### src/hw/rtl/elg_pkg.sv
// shared types and codes for the elgamal unit
`default_nettype none
package elg_pkg;
  localparam logic [1:0] KIND_PUBKEY  = 2'd0;
  localparam logic [1:0] KIND_ENCRYPT = 2'd1;
  localparam logic [1:0] KIND_DECRYPT = 2'd2;
  localparam logic [1:0] REG_MODULUS   = 2'd0;
  localparam logic [1:0] REG_GENERATOR = 2'd1;
  localparam logic [1:0] REG_KEY       = 2'd2;
  // datapath operand selects
  localparam logic [2:0] SEL_ONE  = 3'd0;
  localparam logic [2:0] SEL_GEN  = 3'd1;
  localparam logic [2:0] SEL_PK   = 3'd2;
  localparam logic [2:0] SEL_C1   = 3'd3;
  localparam logic [2:0] SEL_S    = 3'd4;
  localparam logic [2:0] SEL_MSG  = 3'd5;
  localparam logic [2:0] SEL_C2   = 3'd6;
  localparam logic [2:0] SEL_ACC  = 3'd7;
  // exponent selects
  localparam logic [1:0] EXP_KEY   = 2'd0;
  localparam logic [1:0] EXP_NONCE = 2'd1;
  localparam logic [1:0] EXP_PM2   = 2'd2;
  // result destinations
  localparam logic [2:0] DST_PK   = 3'd0;
  localparam logic [2:0] DST_E1   = 3'd1;
  localparam logic [2:0] DST_T    = 3'd2;
  localparam logic [2:0] DST_E2   = 3'd3;
  localparam logic [2:0] DST_S    = 3'd4;
  localparam logic [2:0] DST_PT   = 3'd5;
  typedef struct packed {
    logic       clear;     // zero all results, latch inputs
    logic       exp_start; // start exponentiation
    logic       mul_start; // start single multiply acc*base
    logic [2:0] base_sel;
    logic [1:0] exp_sel;
    logic [2:0] dst;
  } elg_cmd_t;
  typedef struct packed {
    logic busy;
    logic p_zero;
  } elg_sts_t;
endpackage
`default_nettype wire

### src/hw/rtl/elgamal_encrypt_decrypt.sv
// top level of the elgamal modular exponentiation unit
`default_nettype none
// One request at a time; its fields are latched in the accepting cycle. A request
// takes up to three exponentiations and one single product on one shift-add
// modular multiplier. Every operation first reduces its operand mod p, msb first;
// a modular multiply adds and doubles once per bit of its multiplier operand,
// and an exponentiation does a multiply and a square for each exponent bit. A
// public key request does one exponentiation; a zero modulus answers at once.
// The result is held until taken; the next request is accepted the cycle after.
module elgamal_encrypt_decrypt #(
  parameter int WIDTH = 32
) (
  input  wire logic                         clk,
  input  wire logic                         rst,
  input  wire logic                         cfg_we,
  input  wire logic [1:0]                   cfg_index,
  input  wire logic [WIDTH-1:0]             cfg_data,
  input  wire logic                         s_tvalid,
  output logic                              s_tready,
  // message, nonce, cipher_first, cipher_second
  input  wire logic [4*WIDTH-1:0]           s_tdata,
  // kind
  input  wire logic [1:0]                   s_tuser,
  output logic                              m_tvalid,
  input  wire logic                         m_tready,
  // public_key, enc_first, enc_second, plaintext
  output logic [4*WIDTH-1:0]                m_tdata
);
  import elg_pkg::*;
  logic [WIDTH-1:0] modulus, generator, private_key;
  logic [WIDTH-1:0] pk, e1, e2, pt;
  elg_cmd_t cmd;
  elg_sts_t sts;

  always_ff @(posedge clk) begin
    if (rst) begin
      modulus <= WIDTH'(2); generator <= '0; private_key <= '0;
    end else if (cfg_we) begin
      case (cfg_index)
        REG_MODULUS:   modulus <= cfg_data;
        REG_GENERATOR: generator <= cfg_data;
        REG_KEY:       private_key <= cfg_data;
        default: ;
      endcase
    end
  end

  elg_ctrl u_ctrl (
    .clk(clk), .rst(rst), .in_valid(s_tvalid), .in_kind(s_tuser),
    .in_ready(s_tready), .out_valid(m_tvalid), .out_ready(m_tready),
    .cmd(cmd), .sts(sts)
  );

  elg_datapath #(.WIDTH(WIDTH)) u_dp (
    .clk(clk), .rst(rst), .cmd(cmd), .sts(sts),
    .modulus(modulus), .generator(generator), .private_key(private_key),
    .message(s_tdata[WIDTH-1:0]), .nonce(s_tdata[2*WIDTH-1:WIDTH]),
    .cipher_first(s_tdata[3*WIDTH-1:2*WIDTH]),
    .cipher_second(s_tdata[4*WIDTH-1:3*WIDTH]),
    .public_key(pk), .enc_first(e1), .enc_second(e2), .plaintext(pt)
  );

  assign m_tdata = {pt, e2, e1, pk};
endmodule
`default_nettype wire

### src/hw/rtl/elg_datapath.sv
// modular arithmetic datapath: reduction, shift-add multiply, exponentiation
`default_nettype none
module elg_datapath #(
  parameter int WIDTH = 32
) (
  input  wire logic                clk,
  input  wire logic                rst,
  input  wire elg_pkg::elg_cmd_t   cmd,
  output elg_pkg::elg_sts_t        sts,
  input  wire logic [WIDTH-1:0]    modulus,
  input  wire logic [WIDTH-1:0]    generator,
  input  wire logic [WIDTH-1:0]    private_key,
  input  wire logic [WIDTH-1:0]    message,
  input  wire logic [WIDTH-1:0]    nonce,
  input  wire logic [WIDTH-1:0]    cipher_first,
  input  wire logic [WIDTH-1:0]    cipher_second,
  output logic [WIDTH-1:0]         public_key,
  output logic [WIDTH-1:0]         enc_first,
  output logic [WIDTH-1:0]         enc_second,
  output logic [WIDTH-1:0]         plaintext
);
  import elg_pkg::*;
  localparam int CW = $clog2(WIDTH + 1);
  localparam logic [2:0] M_IDLE = 3'd0;
  localparam logic [2:0] M_RED  = 3'd1;
  localparam logic [2:0] M_LOAD = 3'd2;
  localparam logic [2:0] M_EXP  = 3'd3;
  localparam logic [2:0] M_MUL  = 3'd4;
  localparam logic [2:0] M_SQR  = 3'd5;

  logic [2:0]       mode;
  logic [WIDTH-1:0] msg_r, non_r, c1_r, c2_r;
  logic [WIDTH-1:0] tmp, s_r;
  logic [WIDTH-1:0] acc, base, ex, mb, ma, macc;
  logic [WIDTH:0]   rem, rem_sh;
  logic [CW-1:0]    cnt;
  logic             is_exp;
  logic [2:0]       dst;
  logic [WIDTH-1:0] opnd, exp_val, pm2, res, one_mod;
  logic             fin;

  // (a+b) mod p, a,b < p
  function automatic logic [WIDTH-1:0] addm(input logic [WIDTH-1:0] a,
                                            input logic [WIDTH-1:0] b,
                                            input logic [WIDTH-1:0] p);
    logic [WIDTH:0] s;
    s = {1'b0, a} + {1'b0, b};
    if (s >= {1'b0, p}) s = s - {1'b0, p};
    return s[WIDTH-1:0];
  endfunction

  assign one_mod = (modulus == {{(WIDTH-1){1'b0}}, 1'b1}) ? '0
                   : {{(WIDTH-1){1'b0}}, 1'b1};
  assign pm2 = (modulus >= WIDTH'(2)) ? modulus - WIDTH'(2) : '0;
  assign rem_sh = {rem[WIDTH-1:0], base[WIDTH-1]};

  always_comb begin
    case (cmd.base_sel)
      SEL_GEN: opnd = generator;
      SEL_PK:  opnd = public_key;
      SEL_C1:  opnd = c1_r;
      SEL_S:   opnd = s_r;
      SEL_MSG: opnd = msg_r;
      SEL_C2:  opnd = c2_r;
      SEL_ACC: opnd = tmp;
      default: opnd = '0;
    endcase
    case (cmd.exp_sel)
      EXP_KEY:   exp_val = private_key;
      EXP_NONCE: exp_val = non_r;
      EXP_PM2:   exp_val = pm2;
      default:   exp_val = '0;
    endcase
  end

  // operation finished: exponent used up, or single product complete
  assign fin = (mode == M_EXP && ex == '0) || (mode == M_MUL && !is_exp && mb == '0);
  assign res = (mode == M_EXP) ? acc : macc;

  assign sts = '{busy: (mode != M_IDLE), p_zero: (modulus == '0)};

  always_ff @(posedge clk) begin
    if (rst) begin
      mode <= M_IDLE;
    end else begin
      case (mode)
        M_IDLE: begin
          if (cmd.clear) begin
            msg_r <= message; non_r <= nonce;
            c1_r <= cipher_first; c2_r <= cipher_second;
            public_key <= '0; enc_first <= '0; enc_second <= '0; plaintext <= '0;
          end
          if (cmd.exp_start || cmd.mul_start) begin
            // every start first reduces the operand mod p, msb first
            rem    <= '0;
            base   <= opnd;
            cnt    <= CW'(WIDTH);
            dst    <= cmd.dst;
            ex     <= exp_val;
            is_exp <= cmd.exp_start;
            acc    <= cmd.exp_start ? one_mod : tmp;
            mode   <= M_RED;
          end
        end
        M_RED: begin
          // shift in one bit of base, conditionally subtract p
          if (rem_sh >= {1'b0, modulus})
            rem <= rem_sh - {1'b0, modulus};
          else
            rem <= rem_sh;
          base <= {base[WIDTH-2:0], 1'b0};
          cnt  <= cnt - CW'(1);
          if (cnt == CW'(1)) mode <= M_LOAD;
        end
        M_LOAD: begin
          base <= rem[WIDTH-1:0];
          ma   <= rem[WIDTH-1:0];
          mb   <= acc;
          macc <= '0;
          mode <= is_exp ? M_EXP : M_MUL;
        end
        M_EXP: begin
          if (ex == '0) begin
            mode <= M_IDLE;
          end else begin
            // multiply acc by base when the exponent bit is set
            ma   <= base;
            mb   <= ex[0] ? acc : '0;
            macc <= '0;
            mode <= M_MUL;
          end
        end
        M_MUL: begin
          if (mb == '0) begin
            if (is_exp) begin
              if (ex[0]) acc <= macc;
              ma <= base; mb <= base; macc <= '0;
              mode <= M_SQR;
            end else begin
              mode <= M_IDLE;
            end
          end else begin
            if (mb[0]) macc <= addm(macc, ma, modulus);
            ma <= addm(ma, ma, modulus);
            mb <= mb >> 1;
          end
        end
        M_SQR: begin
          if (mb == '0) begin
            base <= macc;
            ex   <= ex >> 1;
            mode <= M_EXP;
          end else begin
            if (mb[0]) macc <= addm(macc, ma, modulus);
            ma <= addm(ma, ma, modulus);
            mb <= mb >> 1;
          end
        end
        default: mode <= M_IDLE;
      endcase
      if (fin) begin
        case (dst)
          DST_PK:  public_key <= res;
          DST_E1:  enc_first <= res;
          DST_E2:  enc_second <= res;
          DST_S:   s_r <= res;
          DST_PT:  plaintext <= res;
          default: tmp <= res;
        endcase
      end
    end
  end
endmodule
`default_nettype wire

### src/hw/rtl/elg_ctrl.sv
// sequencer for key, encrypt and decrypt operations
`default_nettype none
module elg_ctrl (
  input  wire logic              clk,
  input  wire logic              rst,
  input  wire logic              in_valid,
  input  wire logic [1:0]        in_kind,
  output logic                   in_ready,
  output logic                   out_valid,
  input  wire logic              out_ready,
  output elg_pkg::elg_cmd_t      cmd,
  input  wire elg_pkg::elg_sts_t sts
);
  import elg_pkg::*;
  localparam logic [3:0] S_IDLE = 4'd0;
  localparam logic [3:0] S_PK   = 4'd1;
  localparam logic [3:0] S_E1   = 4'd2;
  localparam logic [3:0] S_T    = 4'd3;
  localparam logic [3:0] S_E2   = 4'd4;
  localparam logic [3:0] S_S    = 4'd5;
  localparam logic [3:0] S_INV  = 4'd6;
  localparam logic [3:0] S_PT   = 4'd7;
  localparam logic [3:0] S_OUT  = 4'd8;

  logic [3:0] state;
  logic [1:0] kind;
  logic       issued;

  assign in_ready  = (state == S_IDLE);
  assign out_valid = (state == S_OUT);

  always_comb begin
    cmd = '0;
    if (!sts.busy && !issued) begin
      case (state)
        S_IDLE: cmd.clear = in_valid;
        S_PK:  begin cmd.exp_start = 1'b1; cmd.base_sel = SEL_GEN;
                 cmd.exp_sel = EXP_KEY; cmd.dst = DST_PK; end
        S_E1:  begin cmd.exp_start = 1'b1; cmd.base_sel = SEL_GEN;
                 cmd.exp_sel = EXP_NONCE; cmd.dst = DST_E1; end
        S_T:   begin cmd.exp_start = 1'b1; cmd.base_sel = SEL_PK;
                 cmd.exp_sel = EXP_NONCE; cmd.dst = DST_T; end
        S_E2:  begin cmd.mul_start = 1'b1; cmd.base_sel = SEL_MSG; cmd.dst = DST_E2; end
        S_S:   begin cmd.exp_start = 1'b1; cmd.base_sel = SEL_C1;
                 cmd.exp_sel = EXP_KEY; cmd.dst = DST_S; end
        S_INV: begin cmd.exp_start = 1'b1; cmd.base_sel = SEL_S;
                 cmd.exp_sel = EXP_PM2; cmd.dst = DST_T; end
        S_PT:  begin cmd.mul_start = 1'b1; cmd.base_sel = SEL_C2; cmd.dst = DST_PT; end
        default: cmd = '0;
      endcase
    end
  end

  always_ff @(posedge clk) begin
    if (rst) begin
      state <= S_IDLE; issued <= 1'b0; kind <= KIND_PUBKEY;
    end else begin
      case (state)
        S_IDLE: if (in_valid) begin
          kind <= in_kind;
          state <= sts.p_zero ? S_OUT : S_PK;
        end
        S_OUT: if (out_ready) state <= S_IDLE;
        default: begin
          if (!sts.busy) begin
            if (!issued) begin
              issued <= 1'b1;
            end else begin
              issued <= 1'b0;
              case (state)
                S_PK:  state <= (kind == KIND_ENCRYPT) ? S_E1
                              : (kind == KIND_DECRYPT) ? S_S : S_OUT;
                S_E1:  state <= S_T;
                S_T:   state <= S_E2;
                S_S:   state <= S_INV;
                S_INV: state <= S_PT;
                default: state <= S_OUT;
              endcase
            end
          end
        end
      endcase
    end
  end
endmodule
`default_nettype wire

### config.mk
export PLATFORM = sky130hd
export DESIGN_NAME = elgamal_encrypt_decrypt
export DESIGN_NICKNAME = d
export VERILOG_FILES = /design/src/hw/rtl/elg_pkg.sv /design/src/hw/rtl/elgamal_encrypt_decrypt.sv /design/src/hw/rtl/elg_datapath.sv /design/src/hw/rtl/elg_ctrl.sv
export SDC_FILE = /design/constraint.sdc
export NUM_CORES = 2
export LEC_CHECK = 0
export BUFFER_PORTS_ARGS = -buffer_cell sky130_fd_sc_hd__buf_4
export CAP_MARGIN = 5
export CORE_MARGIN = 2
export CORE_UTILIZATION = 50
export DETAILED_ROUTE_END_ITERATION = 10
export GPL_TIMING_DRIVEN = 0
export PLACE_DENSITY = 0.73
export SLEW_MARGIN = 20
export SYNTH_ARGS = -nofsm -noshare
export SYNTH_HDL_FRONTEND = slang
export SYNTH_SLANG_ARGS = --single-unit
### constraint.sdc
create_clock -name clk -period 26.3 [get_ports clk]
set_input_delay 3.945 -clock clk [delete_from_list [all_inputs] [get_ports clk]]
set_output_delay 3.945 -clock clk [all_outputs]
set_load 0.05 [all_outputs]
==> flow_summary.yaml <==
status:
  status: "completed"
clock_tree:
  cts-root-buf: "clkbuf_16"
  cts.repair.resized: 0
  cts_made_buffers: 71
  cts.sinks: 660
  cts_tree: "built"
  clk_pin_slew_ns: 0.06
  htreeDepth: 3
  postCtsSetupBuffers: 0
  clk_path_buf_depth: 3
  holdBufCountCts: 0
  clk_latency_ns: 0.63
layout:
  areaGrowthSynthToFinish_pct: 17.2
  layout-drive-gt1-share_pct: 13.2
  fillerInstances: 6148
  layout.nets: 4288
  insertedDiodeCount: 0
  stdcell_area_um2: 42100
sta:
  slew_headroom_pct: 19.7
  setup_viol: 0
  hold_violations: 0
  fin_crit_ns: 6.79
  fin_worst_skew_ns: 0.0274
  post-route-period-util_pct: 25.8
  worstMarginPinSlew_ns: 1.20
  setup_slack_ns: 19.51
  fmax_mhz: 147
  hold_ws_ns: 0.454
  rsz0062_at_grt: "false"
  drv_slew: 0
global_routing:
  grt_usage_pct: 33.0
  antenna_found_initial: 0
  grt_start_max_net_pins: 84
  grt-ovfl-total: 0
  grt_pass1_vias: 29500
  grt_pass1_wl_um: 184000
worst_setup_path:
  critPathKind: "input port to flip-flop"
  cp-end-kind: "flip-flop"
  crit_fanout: 50
  worst_setup_path_start_kind: "input port"
  arrival_ns: 7.11
  worstPathRequired_ns: 26.62
die:
  start_util_pct: 50.4
  core_um2: 71400
  pin_count: 299
  dieWidth_um: 272
  row_count: 98
  die_y_um: 272
  dieArea_um2: 74000
routing:
  drt_iter0_markers: 3866
  finalWirelength_um: 126000
  post_drt_wl_per_cell_um: 25.2
  viasPerCell: 6.23
  vias: 31100
  dr.pass1.iters: 9
  drc: 0
  drtAntennaViolNets: 0
hold_path:
  hold_path.class: "flip-flop to flip-flop"
placed_design:
  hpwl_um: 98400
  pre_cts_slack_ns: 18.93
  numPortBuffers: 297
  placed_area_um2: 39800
  gp_congestion: 0.983
logic_synthesis:
  syn_inst: 3567
  ys_seq_elements: 660
  async_flop_share_pct: 0
  synth_area_um2: 35900
  synth_cell_types: 90
  yosysSeqAreaShare_pct: 52.2
  syn_area_per_cell_um2: 10.1
  syn-num-nets: 3875
  synth_flop_cell: "edfxtp_1"
  synth-warning-count: 0
  synth_edf_count: 554
power:
  power_w: 0.00426
  ir_worst_vdd_mv: 0.0721
  power_density_nw_per_um2: 101
  p_leak_nw: 15.5
run:
  drv_cap: 0
==> metal layers <==
layer  vias to the layer above  wire, um  track usage (%)
met5                         -         0                0
met2                      1662     56800             51.9
met3                       265     13300             6.81
met1                     14900     49200             43.8
met4                         0      6480             16.1
li1                      14200         -                -
==> critical path, cell delays in order <==
cell and delay (ns):
clkbuf_1 0.38, inv_8 0.45, nand2_1 0.32, a2111oi_2 0.77
buf_2 0.33, buf_2 0.23, buf_2 0.22, buf_2 0.22
buf_2 0.22
==> logic make-up (layout without fill, tap and decap cells) <==
kind of cell,after synthesis,in the layout,synth area share [%]
DFF,660,660,52.2
xor gates and xnor gates,133,133,3.24
AOI/OAI and AO/OA,1061,1061,18.1
and+or+nand+nor,1119,1119,14.4
adders and majority gates,140,140,4.95
buffers and inverters,334,806,3.68
muxes,120,120,3.46
==> final timing paths <==
kind / start / to / slack, ns / cells past startpoint
hold reg to reg: private_key[30] / private_key[30] / 0.45 / 2
setup / recovery: rst / u_dp.acc[7] / 19.51 / 9
hold / removal: private_key[30] / private_key[30] / 0.45 / 2
setup reg to reg: u_dp.macc[0] / u_dp.macc[8] / 19.74 / 25
==> final cells by class <==
cell class                      instances  area (um2)  area share [%]
Sequential cell                       660       18800            44.5
Multi-Input combinational cell       2573       15900            37.8
Timing Repair Buffer                  340        2600            6.17
Clock buffer                           93        1950            4.64
Tap cell                              950        1190            2.82
Buffer                                211         860            2.04
Inverter                              123         469            1.11
Clock inverter                         39         370           0.879
==> Yosys cell counts, types with 9 or more instances <==
| cell type | n | area share (%) |
|---|---|---|
| dfxtp_1 | 106 | 5.9 |
| a31oi_1 | 21 | 0.37 |
| and2_1 | 9 | 0.16 |
| xor2_1 | 40 | 0.97 |
| inv_1 | 120 | 1.3 |
| nand2b_1 | 23 | 0.40 |
| mux2_2 | 33 | 1.0 |
| nor3_1 | 40 | 0.56 |
| a211oi_1 | 26 | 0.54 |
| o21bai_1 | 16 | 0.33 |
| nor2_1 | 223 | 2.3 |
| and3_1 | 24 | 0.42 |
| or3_1 | 15 | 0.26 |
| mux2i_1 | 87 | 2.4 |
| xnor2_1 | 93 | 2.3 |
| nand2_1 | 458 | 4.8 |
| edfxtp_1 | 554 | 46 |
| nor2b_1 | 24 | 0.42 |
| a21o_1 | 47 | 0.98 |
| o21a_1 | 17 | 0.36 |
| buf_1 | 9 | 0.094 |
| a22oi_1 | 98 | 2.0 |
| ha_1 | 135 | 4.7 |
| nor4_1 | 30 | 0.52 |
| o211ai_1 | 17 | 0.36 |
| a222oi_1 | 63 | 1.8 |
| nand3_1 | 171 | 2.4 |
| nand4_1 | 55 | 0.96 |
| o21ai_0 | 339 | 4.7 |
| clkbuf_1 | 188 | 2.0 |
| a21oi_1 | 331 | 4.6 |
==> power breakdown <==
group          switching [W]  internal, W
Sequential          0.000160      0.00139
Combinational        0.00110     0.000592
Clock               0.000436     0.000579
Total                0.00169      0.00256
==> stage by stage <==
stage,instances,TNS (ns),utilization (%)
2_1_floorplan,3567,0,-
3_3_place_gp,4814,-162.51,55.1
3_5_place_dp,4857,0,55.8
4_1_cts,4989,0,59.0
5_1_grt,4989,0,59.0
6_report,4989,0,59.0
==> cells in the final DEF, fill, tap and decap left out, drive strengths merged, types with 25 or more instances in the layout <==
cell type and instances:
nand2 459, a211oi 26, inv 127, a21oi 331, nor4 32, nor3 41
xnor2 93, edfxtp 554, dfxtp 106, clkbuf 281, ha 135, a21o 47
o21ai 348, a222oi 63, nand3 173, a22oi 98, buf 363, nand4 55
xor2 40, mux2i 87, nor2 225, nand2b 25, clkinv 27, mux2 33
Note: power is estimated with default switching activity, not from simulation.
